## config.mk

```make
export PLATFORM = sky130hd
export DESIGN_NAME = hmmd_decode
export DESIGN_NICKNAME = d
export VERILOG_FILES = /design/src/design/hmmd_pkg.sv /design/src/design/hmmd_decode.sv
export SDC_FILE = /design/constraint.sdc
export NUM_CORES = 1
export LEC_CHECK = 0
export BUFFER_PORTS_ARGS = -buffer_cell sky130_fd_sc_hd__buf_2
export CAP_MARGIN = 20
export CORE_ASPECT_RATIO = 1.1
export CORE_MARGIN = 3
export CORE_UTILIZATION = 60
export CTS_BUF_LIST = sky130_fd_sc_hd__clkbuf_8
export CTS_CLUSTER_SIZE = 24
export DETAILED_ROUTE_END_ITERATION = 7
export GPL_ROUTABILITY_DRIVEN = 1
export GPL_TIMING_DRIVEN = 1
export PLACE_DENSITY = 0.92
export REMOVE_ABC_BUFFERS = 1
export SYNTH_ARGS = -nofsm -noshare
export SYNTH_HDL_FRONTEND = slang
export SYNTH_SLANG_ARGS = --single-unit
```

## constraint.sdc

```tcl
create_clock -name clock -period 10.2 [get_ports clock]
set_input_delay 1.02 -clock clock [delete_from_list [all_inputs] [get_ports clock]]
set_output_delay 1.02 -clock clock [all_outputs]
set_load 0.05 [all_outputs]
```

## src/design/hmmd_pkg.sv

```systemverilog
package hmmd_pkg;

   localparam int WORK_RAM_DEPTH_DEFAULT = 8192;
   localparam int HIGH_RAM_DEPTH_DEFAULT = 128;
   localparam int BOOT_ROM_DEPTH         = 256;
   localparam int BOOT_INDEX_WIDTH       = $clog2(BOOT_ROM_DEPTH);

   // request kinds
   localparam logic [1:0] KIND_READ  = 2'd0;
   localparam logic [1:0] KIND_WRITE = 2'd1;
   localparam logic [1:0] KIND_DMA   = 2'd2;

   // routing targets
   localparam logic [2:0] TGT_INSIDE   = 3'd0;
   localparam logic [2:0] TGT_ROM      = 3'd1;
   localparam logic [2:0] TGT_VRAM     = 3'd2;
   localparam logic [2:0] TGT_ERAM     = 3'd3;
   localparam logic [2:0] TGT_OAM      = 3'd4;
   localparam logic [2:0] TGT_JOYPAD   = 3'd5;
   localparam logic [2:0] TGT_VIDREG   = 3'd6;
   localparam logic [2:0] TGT_UNMAPPED = 3'd7;

   // configuration register indexes
   localparam int CSR_INDEX_WIDTH = 2;
   localparam logic [CSR_INDEX_WIDTH-1:0] CSR_CART_PRESENT    = 2'd0;
   localparam logic [CSR_INDEX_WIDTH-1:0] CSR_EXT_RAM_PRESENT = 2'd1;

   // address map
   localparam logic [15:0] BOOT_END    = 16'h0100;
   localparam logic [15:0] OVERLAY_END = 16'h1000;
   localparam logic [15:0] ROM_END     = 16'h8000;
   localparam logic [15:0] VRAM_END    = 16'hA000;
   localparam logic [15:0] ERAM_END    = 16'hC000;
   localparam logic [15:0] OAM_BASE    = 16'hFE00;
   localparam logic [15:0] OAM_END     = 16'hFEA0;
   localparam logic [15:0] IO_BASE     = 16'hFF00;
   localparam logic [15:0] WRAM_MASK   = 16'h1FFF;
   localparam logic [15:0] HRAM_MASK   = 16'h007F;

   // low byte of the I/O page
   localparam logic [7:0] IO_JOYPAD    = 8'h00;
   localparam logic [7:0] IO_IRQ_FLAGS = 8'h0F;
   localparam logic [7:0] IO_VID_FIRST = 8'h40;
   localparam logic [7:0] IO_VID_LAST  = 8'h4B;
   localparam logic [7:0] IO_DMA       = 8'h46;
   localparam logic [7:0] IO_BOOT      = 8'h50;
   localparam logic [7:0] IO_HRAM      = 8'h80;
   localparam logic [7:0] IO_IRQ_EN    = 8'hFF;

   localparam logic [7:0] DMA_PAGE_MAX  = 8'hF1;
   localparam logic [7:0] DMA_COUNT_MAX = 8'h9F;
   localparam logic [7:0] DMA_IDLE_PAGE = 8'hFF;
   localparam logic [7:0] UNMAPPED_BYTE = 8'hFF;

   localparam logic [7:0] BOOT_IMAGE [BOOT_ROM_DEPTH] = '{
      8'h31,8'hFE,8'hFF,8'hAF,8'h21,8'hFF,8'h9F,8'h32,8'hCB,8'h7C,8'h20,8'hFB,8'h21,8'h26,8'hFF,8'h0E,
      8'h11,8'h3E,8'h80,8'h32,8'hE2,8'h0C,8'h3E,8'hF3,8'hE2,8'h32,8'h3E,8'h77,8'h77,8'h3E,8'hFC,8'hE0,
      8'h47,8'h11,8'h04,8'h01,8'h21,8'h10,8'h80,8'h1A,8'hCD,8'h95,8'h00,8'hCD,8'h96,8'h00,8'h13,8'h7B,
      8'hFE,8'h34,8'h20,8'hF3,8'h11,8'hD8,8'h00,8'h06,8'h08,8'h1A,8'h13,8'h22,8'h23,8'h05,8'h20,8'hF9,
      8'h3E,8'h19,8'hEA,8'h10,8'h99,8'h21,8'h2F,8'h99,8'h0E,8'h0C,8'h3D,8'h28,8'h08,8'h32,8'h0D,8'h20,
      8'hF9,8'h2E,8'h0F,8'h18,8'hF3,8'h67,8'h3E,8'h64,8'h57,8'hE0,8'h42,8'h3E,8'h91,8'hE0,8'h40,8'h04,
      8'h1E,8'h02,8'h0E,8'h0C,8'hF0,8'h44,8'hFE,8'h90,8'h20,8'hFA,8'h0D,8'h20,8'hF7,8'h1D,8'h20,8'hF2,
      8'h0E,8'h13,8'h24,8'h7C,8'h1E,8'h83,8'hFE,8'h62,8'h28,8'h06,8'h1E,8'hC1,8'hFE,8'h64,8'h20,8'h06,
      8'h7B,8'hE2,8'h0C,8'h3E,8'h87,8'hE2,8'hF0,8'h42,8'h90,8'hE0,8'h42,8'h15,8'h20,8'hD2,8'h05,8'h20,
      8'h4F,8'h16,8'h20,8'h18,8'hCB,8'h4F,8'h06,8'h04,8'hC5,8'hCB,8'h11,8'h17,8'hC1,8'hCB,8'h11,8'h17,
      8'h05,8'h20,8'hF5,8'h22,8'h23,8'h22,8'h23,8'hC9,8'hCE,8'hED,8'h66,8'h66,8'hCC,8'h0D,8'h00,8'h0B,
      8'h03,8'h73,8'h00,8'h83,8'h00,8'h0C,8'h00,8'h0D,8'h00,8'h08,8'h11,8'h1F,8'h88,8'h89,8'h00,8'h0E,
      8'hDC,8'hCC,8'h6E,8'hE6,8'hDD,8'hDD,8'hD9,8'h99,8'hBB,8'hBB,8'h67,8'h63,8'h6E,8'h0E,8'hEC,8'hCC,
      8'hDD,8'hDC,8'h99,8'h9F,8'hBB,8'hB9,8'h33,8'h3E,8'h3C,8'h42,8'hB9,8'hA5,8'hB9,8'hA5,8'h42,8'h3C,
      8'h21,8'h04,8'h01,8'h11,8'hA8,8'h00,8'h1A,8'h13,8'hBE,8'h20,8'hFE,8'h23,8'h7D,8'hFE,8'h34,8'h20,
      8'hF5,8'h06,8'h19,8'h78,8'h86,8'h23,8'h05,8'h20,8'hFB,8'h86,8'h20,8'hFE,8'h3E,8'h01,8'hE0,8'h50
   };

   // where the read byte of a result comes from
   typedef enum logic [1:0] {
      SRC_NONE,
      SRC_WRAM,
      SRC_HRAM
   } hmmd_src_type;

   typedef struct packed {
      logic [2:0]   target;
      logic [14:0]  offset;
      logic [7:0]   read_data;
      logic         dma_valid;
      logic [15:0]  dma_source;
      logic [7:0]   dma_index;
      hmmd_src_type src;
   } hmmd_result_type;

   typedef struct packed {
      logic        wram_sel;
      logic        hram_sel;
      logic        write;
      logic [12:0] wram_addr;
      logic [6:0]  hram_addr;
      logic [7:0]  data;
   } hmmd_mem_req_type;

endpackage

```

## src/design/hmmd_decode.sv

```systemverilog
module hmmd_decode (
   input  logic                       clock,
   input  logic                       reset,
   input  logic                       fire,
   input  logic                       cart_present,
   input  logic                       ext_ram_present,
   input  logic [1:0]                 kind,
   input  logic [15:0]                address,
   input  logic [7:0]                 write_data,
   input  logic [15:0]                cpu_pc,
   output hmmd_pkg::hmmd_result_type  result,
   output hmmd_pkg::hmmd_mem_req_type mem_req
);

   logic       boot_overlay_ff, boot_overlay_in;
   logic [7:0] irq_flags_ff, irq_flags_in;
   logic [7:0] irq_enables_ff, irq_enables_in;
   logic [7:0] dma_page_ff, dma_page_in;
   logic [7:0] dma_count_ff, dma_count_in;

   always_comb begin
      logic       wr;
      logic [7:0] lo;
      wr = (kind == hmmd_pkg::KIND_WRITE);
      lo = address[7:0];

      result           = '0;
      result.target    = hmmd_pkg::TGT_INSIDE;
      result.src       = hmmd_pkg::SRC_NONE;
      mem_req          = '0;
      mem_req.write    = wr;
      mem_req.wram_addr = 13'(address & hmmd_pkg::WRAM_MASK);
      mem_req.hram_addr = 7'(address & hmmd_pkg::HRAM_MASK);
      mem_req.data     = write_data;

      boot_overlay_in = boot_overlay_ff;
      irq_flags_in    = irq_flags_ff;
      irq_enables_in  = irq_enables_ff;
      dma_page_in     = dma_page_ff;
      dma_count_in    = dma_count_ff;

      if (kind == hmmd_pkg::KIND_READ || kind == hmmd_pkg::KIND_WRITE) begin
         result.target    = hmmd_pkg::TGT_UNMAPPED;
         result.read_data = wr ? 8'h00 : hmmd_pkg::UNMAPPED_BYTE;
         if (address < hmmd_pkg::ROM_END) begin
            if (!wr) begin
               if (address < hmmd_pkg::BOOT_END && boot_overlay_ff) begin
                  result.target    = hmmd_pkg::TGT_INSIDE;
                  result.read_data =
                     hmmd_pkg::BOOT_IMAGE[address[hmmd_pkg::BOOT_INDEX_WIDTH-1:0]];
               end else begin
                  // first fetch past the boot program ends the overlay
                  if (address < hmmd_pkg::OVERLAY_END && boot_overlay_ff &&
                      cpu_pc == hmmd_pkg::BOOT_END) begin
                     boot_overlay_in = 1'b0;
                  end
                  if (cart_present) begin
                     result.target    = hmmd_pkg::TGT_ROM;
                     result.offset    = address[14:0];
                     result.read_data = 8'h00;
                  end
               end
            end
         end else if (address < hmmd_pkg::VRAM_END) begin
            result.target    = hmmd_pkg::TGT_VRAM;
            result.offset    = 15'(address & hmmd_pkg::WRAM_MASK);
            result.read_data = 8'h00;
         end else if (address < hmmd_pkg::ERAM_END) begin
            if (ext_ram_present) begin
               result.target    = hmmd_pkg::TGT_ERAM;
               result.offset    = 15'(address & hmmd_pkg::WRAM_MASK);
               result.read_data = 8'h00;
            end
         end else if (address < hmmd_pkg::OAM_BASE) begin
            // work RAM and its echo
            result.target    = hmmd_pkg::TGT_INSIDE;
            result.read_data = 8'h00;
            mem_req.wram_sel = 1'b1;
            if (!wr) begin
               result.src = hmmd_pkg::SRC_WRAM;
            end
         end else if (address < hmmd_pkg::OAM_END) begin
            result.target    = hmmd_pkg::TGT_OAM;
            result.offset    = 15'(address - hmmd_pkg::OAM_BASE);
            result.read_data = 8'h00;
         end else if (address >= hmmd_pkg::IO_BASE) begin
            if (lo == hmmd_pkg::IO_JOYPAD) begin
               result.target    = hmmd_pkg::TGT_JOYPAD;
               result.read_data = 8'h00;
            end else if (lo == hmmd_pkg::IO_IRQ_FLAGS) begin
               result.target = hmmd_pkg::TGT_INSIDE;
               if (wr) begin
                  irq_flags_in = write_data;
               end else begin
                  result.read_data = irq_flags_ff;
               end
            end else if (lo >= hmmd_pkg::IO_VID_FIRST && lo <= hmmd_pkg::IO_VID_LAST) begin
               if (lo == hmmd_pkg::IO_DMA) begin
                  if (wr) begin
                     result.target = hmmd_pkg::TGT_INSIDE;
                     dma_page_in   = write_data;
                     dma_count_in  = 8'h00;
                  end
               end else begin
                  result.target    = hmmd_pkg::TGT_VIDREG;
                  result.offset    = 15'(lo - hmmd_pkg::IO_VID_FIRST);
                  result.read_data = 8'h00;
               end
            end else if (lo == hmmd_pkg::IO_BOOT) begin
               result.target = hmmd_pkg::TGT_INSIDE;
               if (wr) begin
                  if (write_data != 8'h00) begin
                     boot_overlay_in = 1'b0;
                  end
               end else begin
                  result.read_data = {7'b0, ~boot_overlay_ff};
               end
            end else if (lo == hmmd_pkg::IO_IRQ_EN) begin
               result.target = hmmd_pkg::TGT_INSIDE;
               if (wr) begin
                  irq_enables_in = write_data;
               end else begin
                  result.read_data = irq_enables_ff;
               end
            end else if (lo >= hmmd_pkg::IO_HRAM) begin
               result.target    = hmmd_pkg::TGT_INSIDE;
               result.read_data = 8'h00;
               mem_req.hram_sel = 1'b1;
               if (!wr) begin
                  result.src = hmmd_pkg::SRC_HRAM;
               end
            end
         end
      end else if (kind == hmmd_pkg::KIND_DMA) begin
         if (dma_page_ff <= hmmd_pkg::DMA_PAGE_MAX &&
             dma_count_ff <= hmmd_pkg::DMA_COUNT_MAX) begin
            result.dma_valid  = 1'b1;
            result.dma_source = {dma_page_ff, dma_count_ff};
            result.dma_index  = dma_count_ff;
            dma_count_in      = dma_count_ff + 8'd1;
         end
      end
   end

   always_ff @(posedge clock) begin
      if (reset) begin
         boot_overlay_ff <= 1'b1;
         irq_flags_ff    <= 8'h00;
         irq_enables_ff  <= 8'h00;
         dma_page_ff     <= hmmd_pkg::DMA_IDLE_PAGE;
         dma_count_ff    <= 8'h00;
      end else if (fire) begin
         boot_overlay_ff <= boot_overlay_in;
         irq_flags_ff    <= irq_flags_in;
         irq_enables_ff  <= irq_enables_in;
         dma_page_ff     <= dma_page_in;
         dma_count_ff    <= dma_count_in;
      end
   end

endmodule
```

Word level (Yosys, flattened, before mapping)
Memory sizes are Yosys's and may differ from the RTL's.
Cells that the tools add are included.
{ "totals": {"n_memories": 1, "ff_bits": 33, "word_cells": 182, "out_inout_bits": 84, "romBits": 2048, "in_bits": 47} }
{ "mem_list": {"columns": ["memory", "words", "word_bits", "read_ports", "rd_clocked_by_memory_dff", "write_ports", "line_no", "text"], "rows": [
  ["(name not given)", 256, 8, 1, 0, 0, "hmmd_decode.sv:50", "hmmd_pkg::BOOT_IMAGE[address[hmmd_pkg::BOOT_INDEX_WIDTH-1:0]];"]
]} }
{ "classes": {"magnitude_cmp": 14, "bitwise": 11, "n_addsub": 3, "n_reduce_logical": 20, "muxes": 100, "eq_ne": 28} }
{ "ops": {"columns": ["operator", "count"], "rows": [
  ["$mux W26", 9],
  ["$mux W8", 28],
  ["$lt A16 B16 Y1 const B", 5],
  ["$mux W15", 5],
  ["$mux W25", 3],
  ["$mux W2", 18],
  ["$ne A2 B2 Y1 const B", 17],
  ["$mux W3", 10],
  ["$reduce_and A14 Y1", 2],
  ["$mux W1", 26],
  ["$mux W23", 1],
  ["$eq A16 B9 Y1 const B", 1],
  ["$eq A8 B7 Y1 const B", 2],
  ["$ge A16 B16 Y1 const B", 1],
  ["$le A8 B8 Y1 const B", 2],
  ["$lt A16 B13 Y1 const B", 1],
  ["$lt A16 B9 Y1 const B", 1],
  ["$reduce_and A16 Y1", 1],
  ["$sub A15 B15 Y15 const B", 1],
  ["$reduce_and A13 Y1", 1],
  ["$reduce_bool A2 Y1", 6],
  ["$reduce_and A11 Y1", 1],
  ["$not A1 Y1", 10],
  ["$ge A9 B9 Y1 const B", 1],
  ["other kinds (16)", 23]
]} }

Depth between registers and ports, before layout
Gate-level depths: netlist (run 1).
{ "depth": {"word_depth": 15, "mapped_depth": 14, "depth_no_buf": 8} }

Least setup slack after synthesis (run 1)
Ideal clock, no wire load.
{ "synth_path": {"path_kind": "in2out", "start": "input address[0]", "end": "output result[33] (netlist name)", "required_ns": 9.180, "arrival_time_ns": 5.188, "slack_ns": 3.992, "path_stages": 12, "n_path_buf": 4, "cell_sequence": "clkbuf_1 clkbuf_1 inv_1 ha_1 clkbuf_1 nor2_1 clkbuf_1 nor2_1 mux4_2 o22ai_1 mux2i_1 a2111oi_1"} }
{ "synth_rtl": {"columns": ["element", "line_no", "text"], "rows": [
  ["start: declaration", "hmmd_decode.sv:8", "input logic [15:0] address,"],
  ["end: declaration", "hmmd_decode.sv:11", "output hmmd_pkg::hmmd_result_type result,"]
]} }

==> results.json, run 1 <==
{
  "finalSetupViolations": 0,
  "ys_top_cells_by_area": "dfxtp_1, nor2_1, a21oi_1, ha_1, buf_4",
  "regArea_sq_um": 661,
  "slew_headroom_pct": 34.4,
  "clockBufferDepth": 2,
  "yosysSeqAreaShare_pct": 11.0,
  "worstSetupStartpointType": "input port",
  "fin_setup_tns_ns": 0,
  "die_h_um": 111,
  "outcome": "finished, final reports clean",
  "synth_top_area_cell": "dfxtp_1",
  "n_antenna_cell": 0,
  "timing.fmax_mhz": 171,
  "synth_cells": 890,
  "initial_core_util_pct": 62.9,
  "cp.required_ns": 9.18,
  "skew_ns": 0.00342,
  "area_growth_pct": 5.91,
  "cp_common_cell": "buf_2",
  "max_cap_violations": 0,
  "worst-path-max-fanout": 99,
  "async_reset_ff_share_pct": 0,
  "whs_ns": 0.470,
  "pin_count": 131,
  "antenna_left": 0,
  "dp_hpwl_mm": 18.8,
  "tightest_slew_ns": 0.983,
  "grt_overflow": 0,
  "multi_input_area_sq_um": 4690,
  "synth.avg_cell_area_sq_um": 6.78,
  "cts_tree": "yes",
  "drt_wl_total_mm": 26.1,
  "powerDensity_nw_per_um2": 83.2,
  "synth_edf_count": 0,
  "grt_pass1_vias": 6928,
  "hp-class": "register to register",
  "grt_start_max_net_pins": 100,
  "placedInstanceArea_sq_um": 6270,
  "grt_antenna_before_repair": 0,
  "cts_made_buffers": 5,
  "post_cts_resized": 0,
  "utilization_pct": 66.7,
  "post_drt_wl_per_cell_um": 25.3,
  "rsz0062_at_grt": "no",
  "drt_iter0_drc": 1554,
  "slowest_stage": "buf_4",
  "cts_setup_buffers": 0,
  "period_share_pct": 57.4,
  "hold_buffers": 0,
  "fin_nets": 985,
  "worstSetupPathType": "input port to output port",
  "coreArea_sq_um": 9580,
  "synthFlopType": "dfxtp_1",
  "clkTransAtPathRegs_ns": 0.07,
  "hold_viol": 0,
  "dieArea_sq_um": 11300,
  "placement.io_buffers": 130,
  "clock_latency_ns": 0.30,
  "viasPerCell": 7.55,
  "arrival_ns": 4.83,
  "finalCriticalPeriod_ns": 5.85,
  "synth_area_sq_um": 6030,
  "die_w_um": 102,
  "ys_ff_latch": 33,
  "drt_first_pass_iters": 6,
  "synth.top_cell.area_share_pct": 11.0,
  "postLayoutCellArea_sq_um": 6390,
  "synth_cell_types": 78,
  "maxSlewViolCount": 0,
  "h-tree-depth": 2,
  "yosysWarnings": 0,
  "vias": 7794,
  "p_leak_nw": 2.61,
  "n_fill_cell": 900,
  "slowest_delay_ns": 0.70,
  "final_layout_size_suffix_gt1_share_pct": 18.8,
  "num_rows": 37,
  "gp_congestion": 1.09,
  "root_buffer": "clkbuf_8",
  "grt_pass1_wl_mm": 39.8,
  "end_kind": "output port",
  "worstPathCellList": "buf_2 -> buf_4 -> inv_2 -> ha_1 -> and3_1 -> o211a_2 -> a2111oi_0 -> o211ai_1 -> a2111oi_1 -> buf_2",
  "drc_errors": 0,
  "cts_sinks": 33,
  "irDropWorstVdd_uv": 80.2,
  "grt_usage_pct": 44.7
}
==> routing by layer <==
metal,global-route usage (%),part of all wire (%)
met1,60.7,37
met5,0,0
met4,23.2,6.8
met2,61.6,40
met3,15.2,16
==> cells in the final DEF (no fill, tap or decap), drive strengths merged, types with 11 or more instances in the layout <==
cell type  instances
buf              136
nor2              92
nand2             62
a21oi             62
o21ai             54
dfxtp             33
nor3              31
nor2b             30
and2              29
nand3             28
nand2b            27
mux2i             25
ha                24
a211oi            23
inv               20
a31oi             18
nor4              16
o211ai            15
a211o             12
o31ai             12
nand4             11
==> per-stage QoR <==
stage               setup slack [ns]  instances  power [mW]
finish                          4.35       1032       0.531
global route                    4.21       1032       0.548
CTS                             4.55       1032       0.516
detailed placement              4.57       1024       0.385
global placement                4.67       1024       0.388
floorplan                       4.63        771       0.266
==> flip-flops by register name (all words and copies together) (netlist names) <==
register / flops
irq_flags_ff: 8
irq_enables_ff: 8
boot_overlay_ff: 1
dma_page_ff: 8
dma_count_ff: 8
==> logic make-up after synthesis <==
group           after synthesis  share of synthesized area [%]
simple gates                365                           31.4
compound gates              289                           32.9
buf+inv                     139                           11.3
mux                          35                           7.70
flops                        33                           11.0
fa+ha+maj                    24                           4.98
xor+xnor                      5                          0.726
==> synth_stat cells (5+ instances only) <==
library cell,count
buf_4,37
nand4_1,11
nor2_1,91
a31oi_1,18
a2111oi_0,7
dfxtp_1,33
o221ai_1,5
clkbuf_1,60
o2111ai_1,6
nand2b_1,26
o31ai_1,12
o211ai_1,15
o21a_1,5
buf_2,18
nand3_1,28
a311oi_1,7
a21o_1,10
nor2b_1,30
a221oi_1,7
a211o_1,12
and2_1,28
and3_1,10
nor3_1,31
mux4_2,9
o21ai_0,52
or3_1,6
o311ai_0,5
inv_1,16
nand2_1,62
or4_1,5
ha_1,24
mux2i_1,25
a21oi_1,62
or2_2,5
a211oi_1,23
nor4_1,15
==> area by class of cell <==
cell class / instances / area share (%)
multi-input combinational: 718 / 73.4
sequential: 33 / 10.3
timing repair buffer: 136 / 10.9
tap: 117 / 2.29
inverter: 20 / 1.18
clock buffer: 6 / 1.29
clock inverter: 2 / 0.588
==> critical path, delay by kind of cell <==
family	cells	cell delay, ns
AO/OA/AOI/OAI	4	1.61
adder cells (fa/ha/maj)	1	0.38
buffers and inverters	4	1.51
AND/OR/NAND/NOR	1	0.21
==> final timing paths <==
kind | slack (ns) | depth (start not counted) | to | startpoint
max | 4.35 | 10 | result[34] | address[2]
max reg2reg | 7.91 | 6 | dma_count_ff[7] | dma_page_ff[1]
min | 0.47 | 2 | dma_count_ff[7] | dma_count_ff[7]
min reg2reg | 0.47 | 2 | dma_count_ff[7] | dma_count_ff[7]
==> report_power, final <==
part,internal (mW),switching (mW)
combinational,0.0747,0.194
sequential,0.129,0.0000000706
clock,0.0794,0.0548
total,0.283,0.249
No activity file was read; power rests on OpenSTA's default activity.
==> run 2, diff against run 1 <==
--- a/config.mk
+++ b/config.mk
@@ -9,13 +9,13 @@
 export CAP_MARGIN = 20
 export CORE_ASPECT_RATIO = 1.1
 export CORE_MARGIN = 3
-export CORE_UTILIZATION = 60
+export CORE_UTILIZATION = 52
 export CTS_BUF_LIST = sky130_fd_sc_hd__clkbuf_8
 export CTS_CLUSTER_SIZE = 24
 export DETAILED_ROUTE_END_ITERATION = 7
 export GPL_ROUTABILITY_DRIVEN = 1
 export GPL_TIMING_DRIVEN = 1
-export PLACE_DENSITY = 0.92
+export PLACE_DENSITY = 0.85
 export REMOVE_ABC_BUFFERS = 1
 export SYNTH_ARGS = -nofsm -noshare
 export SYNTH_HDL_FRONTEND = slang
==> constraint.sdc (replaced) <==
create_clock -name clock -period 4.73 [get_ports clock]
set_input_delay 0.473 -clock clock [delete_from_list [all_inputs] [get_ports clock]]
set_output_delay 0.473 -clock clock [all_outputs]
set_load 0.05 [all_outputs]
==> results.json, run 2 (synthesis gave the netlist of run 1 again) <==
{
  "outcome": "finished with violations",
  "violations": "design-rule violations",
  "r2r_start": "dma_count_ff[5]",
  "grt_usage_pct": 42.0,
  "num_rows": 40,
  "hp-class": "input port to register",
  "h-tree-depth": 2,
  "cts_sinks": 33,
  "worst-path-max-fanout": 11,
  "area_growth_pct": 9.50,
  "finalCriticalPeriod_ns": 4.30,
  "drc_errors": 4,
  "clockBufferDepth": 2,
  "pin_count": 131,
  "initial_core_util_pct": 54.3,
  "post_drt_wl_per_cell_um": 26.3,
  "cts_made_buffers": 5,
  "grt_pass1_vias": 7212,
  "post_cts_resized": 0,
  "min-delay-start": "write_data[4]",
  "worstSetupPathType": "input port to output port",
  "timing.fmax_mhz": 232,
  "grt_start_max_net_pins": 65,
  "clock_latency_ns": 0.28,
  "drt_iter0_drc": 1258,
  "grt_antenna_before_repair": 1,
  "placedInstanceArea_sq_um": 6520,
  "arrival_ns": 3.83,
  "fin_nets": 1008,
  "skew_ns": 0.00193,
  "grt_pass1_wl_mm": 42.0,
  "dp_cells": 1077,
  "hold_buffers": 0,
  "setup_ws_ns": 0.425,
  "final_layout_size_suffix_gt1_share_pct": 20.6,
  "cts_tree": "yes",
  "final_cell_mix": "buf_2, nor2_1, nand2_1, a21oi_1, o21ai_0",
  "place_ws_ns": 0.719,
  "cts_setup_buffers": 0,
  "dieArea_sq_um": 12900,
  "grt_overflow": 0,
  "clkTransAtPathRegs_ns": 0.06,
  "n_fill_cell": 1077,
  "gp_congestion": 1.19,
  "coreArea_sq_um": 11100,
  "irDropWorstVdd_uv": 142,
  "cp-startpoint": "address[0]",
  "tightest_slew_ns": 0.978,
  "drt_wl_total_mm": 28.6,
  "drt_first_pass_iters": 8,
  "worstSetupStartpointType": "input port",
  "powerDensity_nw_per_um2": 166,
  "fin_setup_tns_ns": 0,
  "finalSetupViolations": 0,
  "rsz0062_at_grt": "no",
  "antenna_left": 0,
  "hold_viol": 0,
  "placement.io_buffers": 130,
  "postLayoutCellArea_sq_um": 6600,
  "dp_hpwl_mm": 20.5,
  "max_cap_violations": 0,
  "total_power_mw": 1.09,
  "root_buffer": "clkbuf_8",
  "p_leak_nw": 2.73,
  "slew_headroom_pct": 34.5,
  "instances_no_fill": 1085,
  "die_h_um": 119,
  "cp.required_ns": 4.26,
  "maxSlewViolCount": 0,
  "final_common_cell": "buf_2",
  "period_share_pct": 91.0,
  "vias": 7870,
  "die_w_um": 109,
  "end_kind": "output port",
  "viasPerCell": 7.25
}
## run 2: report_power, final
group          leakage, nW  switching, mW  internal (mW)
sequential           0.266    0.000000144          0.278
combinational         2.41          0.434          0.176
clock               0.0485         0.0941          0.113
total                 2.73          0.528          0.567
## run 2: metal layers
metal	vias up	wire length (um)	track usage (%)
met5	-	0	0
met4	0	2340	26.3
met3	192	3920	12.4
met2	762	12200	64.9
met1	3533	10100	50.5
li1	3383	-	-
## run 2: metrics by stage
stage                     hold WS [ns]  util [%]
after floorplan                  0.430         -
after global routing             0.479      59.4
after global placement           0.446      58.6
final                            0.475      59.4
after detailed placement         0.465      58.6
after CTS                        0.472      59.4
## run 2: path summary, 6_finish.rpt
| path | to | slack (ns) | cells past startpoint |
|---|---|---|---|
| min | dma_page_ff[4] | 0.48 | 2 |
| max reg2reg | dma_count_ff[7] | 2.30 | 6 |
| max | result[34] | 0.43 | 10 |
| min reg2reg | dma_count_ff[7] | 0.48 | 2 |
## run 2: layout make-up
type	instances	area, sq um	share of cell area, %
clock inverters	1	3.75	0.0568
clock buffers	6	82.6	1.25
diodes	1	2.50	0.0379
multi-input cells	718	4690	71.0
inverters	20	75.1	1.14
flip-flops and latches	33	661	10.0
repair buffers	159	908	13.8
well taps	147	184	2.79
## run 2: critical path, stage by stage
cell,delay (ns)
buf_2,0.09
inv_1,0.11
ha_1,0.43
buf_4,0.28
mux2i_1,0.59
mux2i_1,0.18
mux4_2,0.51
a221oi_1,0.66
a2111oi_1,0.20
buf_2,0.28
==> run 3, diff against run 2 <==
--- a/config.mk
+++ b/config.mk
@@ -15,6 +15,7 @@
 export DETAILED_ROUTE_END_ITERATION = 7
 export GPL_ROUTABILITY_DRIVEN = 1
 export GPL_TIMING_DRIVEN = 1
+export MAX_ROUTING_LAYER = met4
 export PLACE_DENSITY = 0.85
 export REMOVE_ABC_BUFFERS = 1
 export SYNTH_ARGS = -nofsm -noshare
==> results.json, run 3 (synthesis gave the netlist of run 1 again) <==
{
  "outcome": "finished with violations",
  "violations": "design-rule violations",
  "drt_wl_total_mm": 29.3,
  "antenna_left": 0,
  "hp-class": "input port to register",
  "period_share_pct": 92.8,
  "fin_nets": 1018,
  "p_comb_share_pct": 56.9,
  "p_sw_mw": 0.537,
  "hold_buffers": 0,
  "drt_iter0_drc": 1511,
  "dieArea_sq_um": 12900,
  "finalSetupViolations": 0,
  "initial_core_util_pct": 54.3,
  "cp.required_ns": 4.26,
  "n_fill_cell": 1045,
  "grt_pass1_vias": 7158,
  "cts_setup_buffers": 0,
  "drt_first_pass_iters": 8,
  "viasPerCell": 7.46,
  "slew_headroom_pct": 35.3,
  "h-tree-depth": 2,
  "clock_latency_ns": 0.29,
  "hold_viol": 0,
  "clkTransAtPathRegs_ns": 0.06,
  "cts_made_buffers": 5,
  "p_int_mw": 0.554,
  "die_h_um": 119,
  "maxSlewViolCount": 0,
  "worstSetupPathType": "input port to output port",
  "powerDensity_nw_per_um2": 164,
  "timing.fmax_mhz": 228,
  "num_rows": 40,
  "die_w_um": 109,
  "grt_antenna_before_repair": 1,
  "p_leak_nw": 2.76,
  "post_cts_resized": 0,
  "whs_ns": 0.477,
  "cts_tree": "yes",
  "p_sw_share_pct": 49.2,
  "coreArea_sq_um": 11100,
  "p_seq_share_pct": 25.5,
  "pin_count": 131,
  "cts_sinks": 33,
  "root_buffer": "clkbuf_8",
  "drc_errors": 11,
  "fin_setup_tns_ns": 0,
  "arrival_ns": 3.92,
  "worstSetupStartpointType": "input port",
  "dp_hpwl_mm": 21.5,
  "gp_congestion": 1.17,
  "grt_overflow": 0,
  "post_drt_wl_per_cell_um": 26.8,
  "area_growth_pct": 10.1,
  "placement.io_buffers": 130,
  "clockBufferDepth": 2,
  "irDropWorstVdd_uv": 144,
  "final_layout_size_suffix_gt1_share_pct": 21.5,
  "end_kind": "output port",
  "dp_cells": 1087,
  "grt_pass1_wl_mm": 42.4,
  "grt_usage_pct": 44.0,
  "skew_ns": 0.00351,
  "rsz0062_at_grt": "no",
  "finalCriticalPeriod_ns": 4.39,
  "grt_start_max_net_pins": 43,
  "instances_no_fill": 1094,
  "tightest_slew_ns": 0.967,
  "vias": 8159,
  "final_cell_mix": "buf_2, nor2_1, nand2_1, a21oi_1, o21ai_0",
  "postLayoutCellArea_sq_um": 6640,
  "worst-path-max-fanout": 14,
  "placedInstanceArea_sq_um": 6570,
  "final_common_cell": "buf_2",
  "pwr-share-clk_pct": 17.6,
  "max_cap_violations": 0
}
==> run 3: cell types whose count changed in the layout (fill, tap and decap cells not counted), sizes merged <==
cell,change
clkbuf,-1
buf,+10
inv,-1
clkinv,+1
==> run 3: area by class of cell <==
cell class | count | area, sq um | share of cell area, %
Tap cell | 147 | 184 | 2.77
Timing Repair Buffer | 169 | 958 | 14.4
Inverter | 20 | 75.1 | 1.13
Clock buffer | 5 | 68.8 | 1.04
Clock inverter | 1 | 5.00 | 0.0754
Antenna cell | 1 | 2.50 | 0.0377
Sequential cell | 33 | 661 | 9.95
Multi-Input combinational cell | 718 | 4690 | 70.6
==> run 3: metrics by stage <==
stage	util (%)	setup WS, ns	power, mW
detailed placement	59.1	0.675	0.869
finish	59.8	0.341	1.09
global route	59.8	0.354	1.12
floorplan	-	0.255	0.573
global placement	59.1	0.635	0.880
CTS	59.8	0.661	1.06
==> run 3: final timing paths <==
path | start | endpoint | slack [ns] | depth (start not counted)
min reg2reg | dma_count_ff[7] | dma_count_ff[7] | 0.50 | 2
max | address[6] | result[33] | 0.34 | 10
max reg2reg | dma_count_ff[5] | dma_count_ff[7] | 2.31 | 6
min | write_data[6] | dma_page_ff[6] | 0.48 | 2
==> run 3: critical path: stages <==
cell       delay [ns]
buf_2            0.23
inv_1            0.28
ha_1             0.20
a211oi_1         0.15
nor3_1           0.49
o21ai_0          0.26
a2111oi_0        0.42
o211ai_1         0.28
a2111oi_1        0.72
buf_2            0.40
==> run 3: per-layer routing <==
layer	track usage, %	wire length [um]
met2	65.5	12600
met5	-	0
met4	34.7	2940
met3	11.9	4100
met1	49.1	9730
==> run 3: power by group through the flow <==
stage / clock, mW / combinational, mW / sequential (mW)
floorplan: 0 / 0.289 / 0.284
global placement: 0 / 0.596 / 0.284
detailed placement: 0 / 0.584 / 0.284
CTS: 0.192 / 0.587 / 0.278
global route: 0.203 / 0.638 / 0.278
finish: 0.192 / 0.621 / 0.278
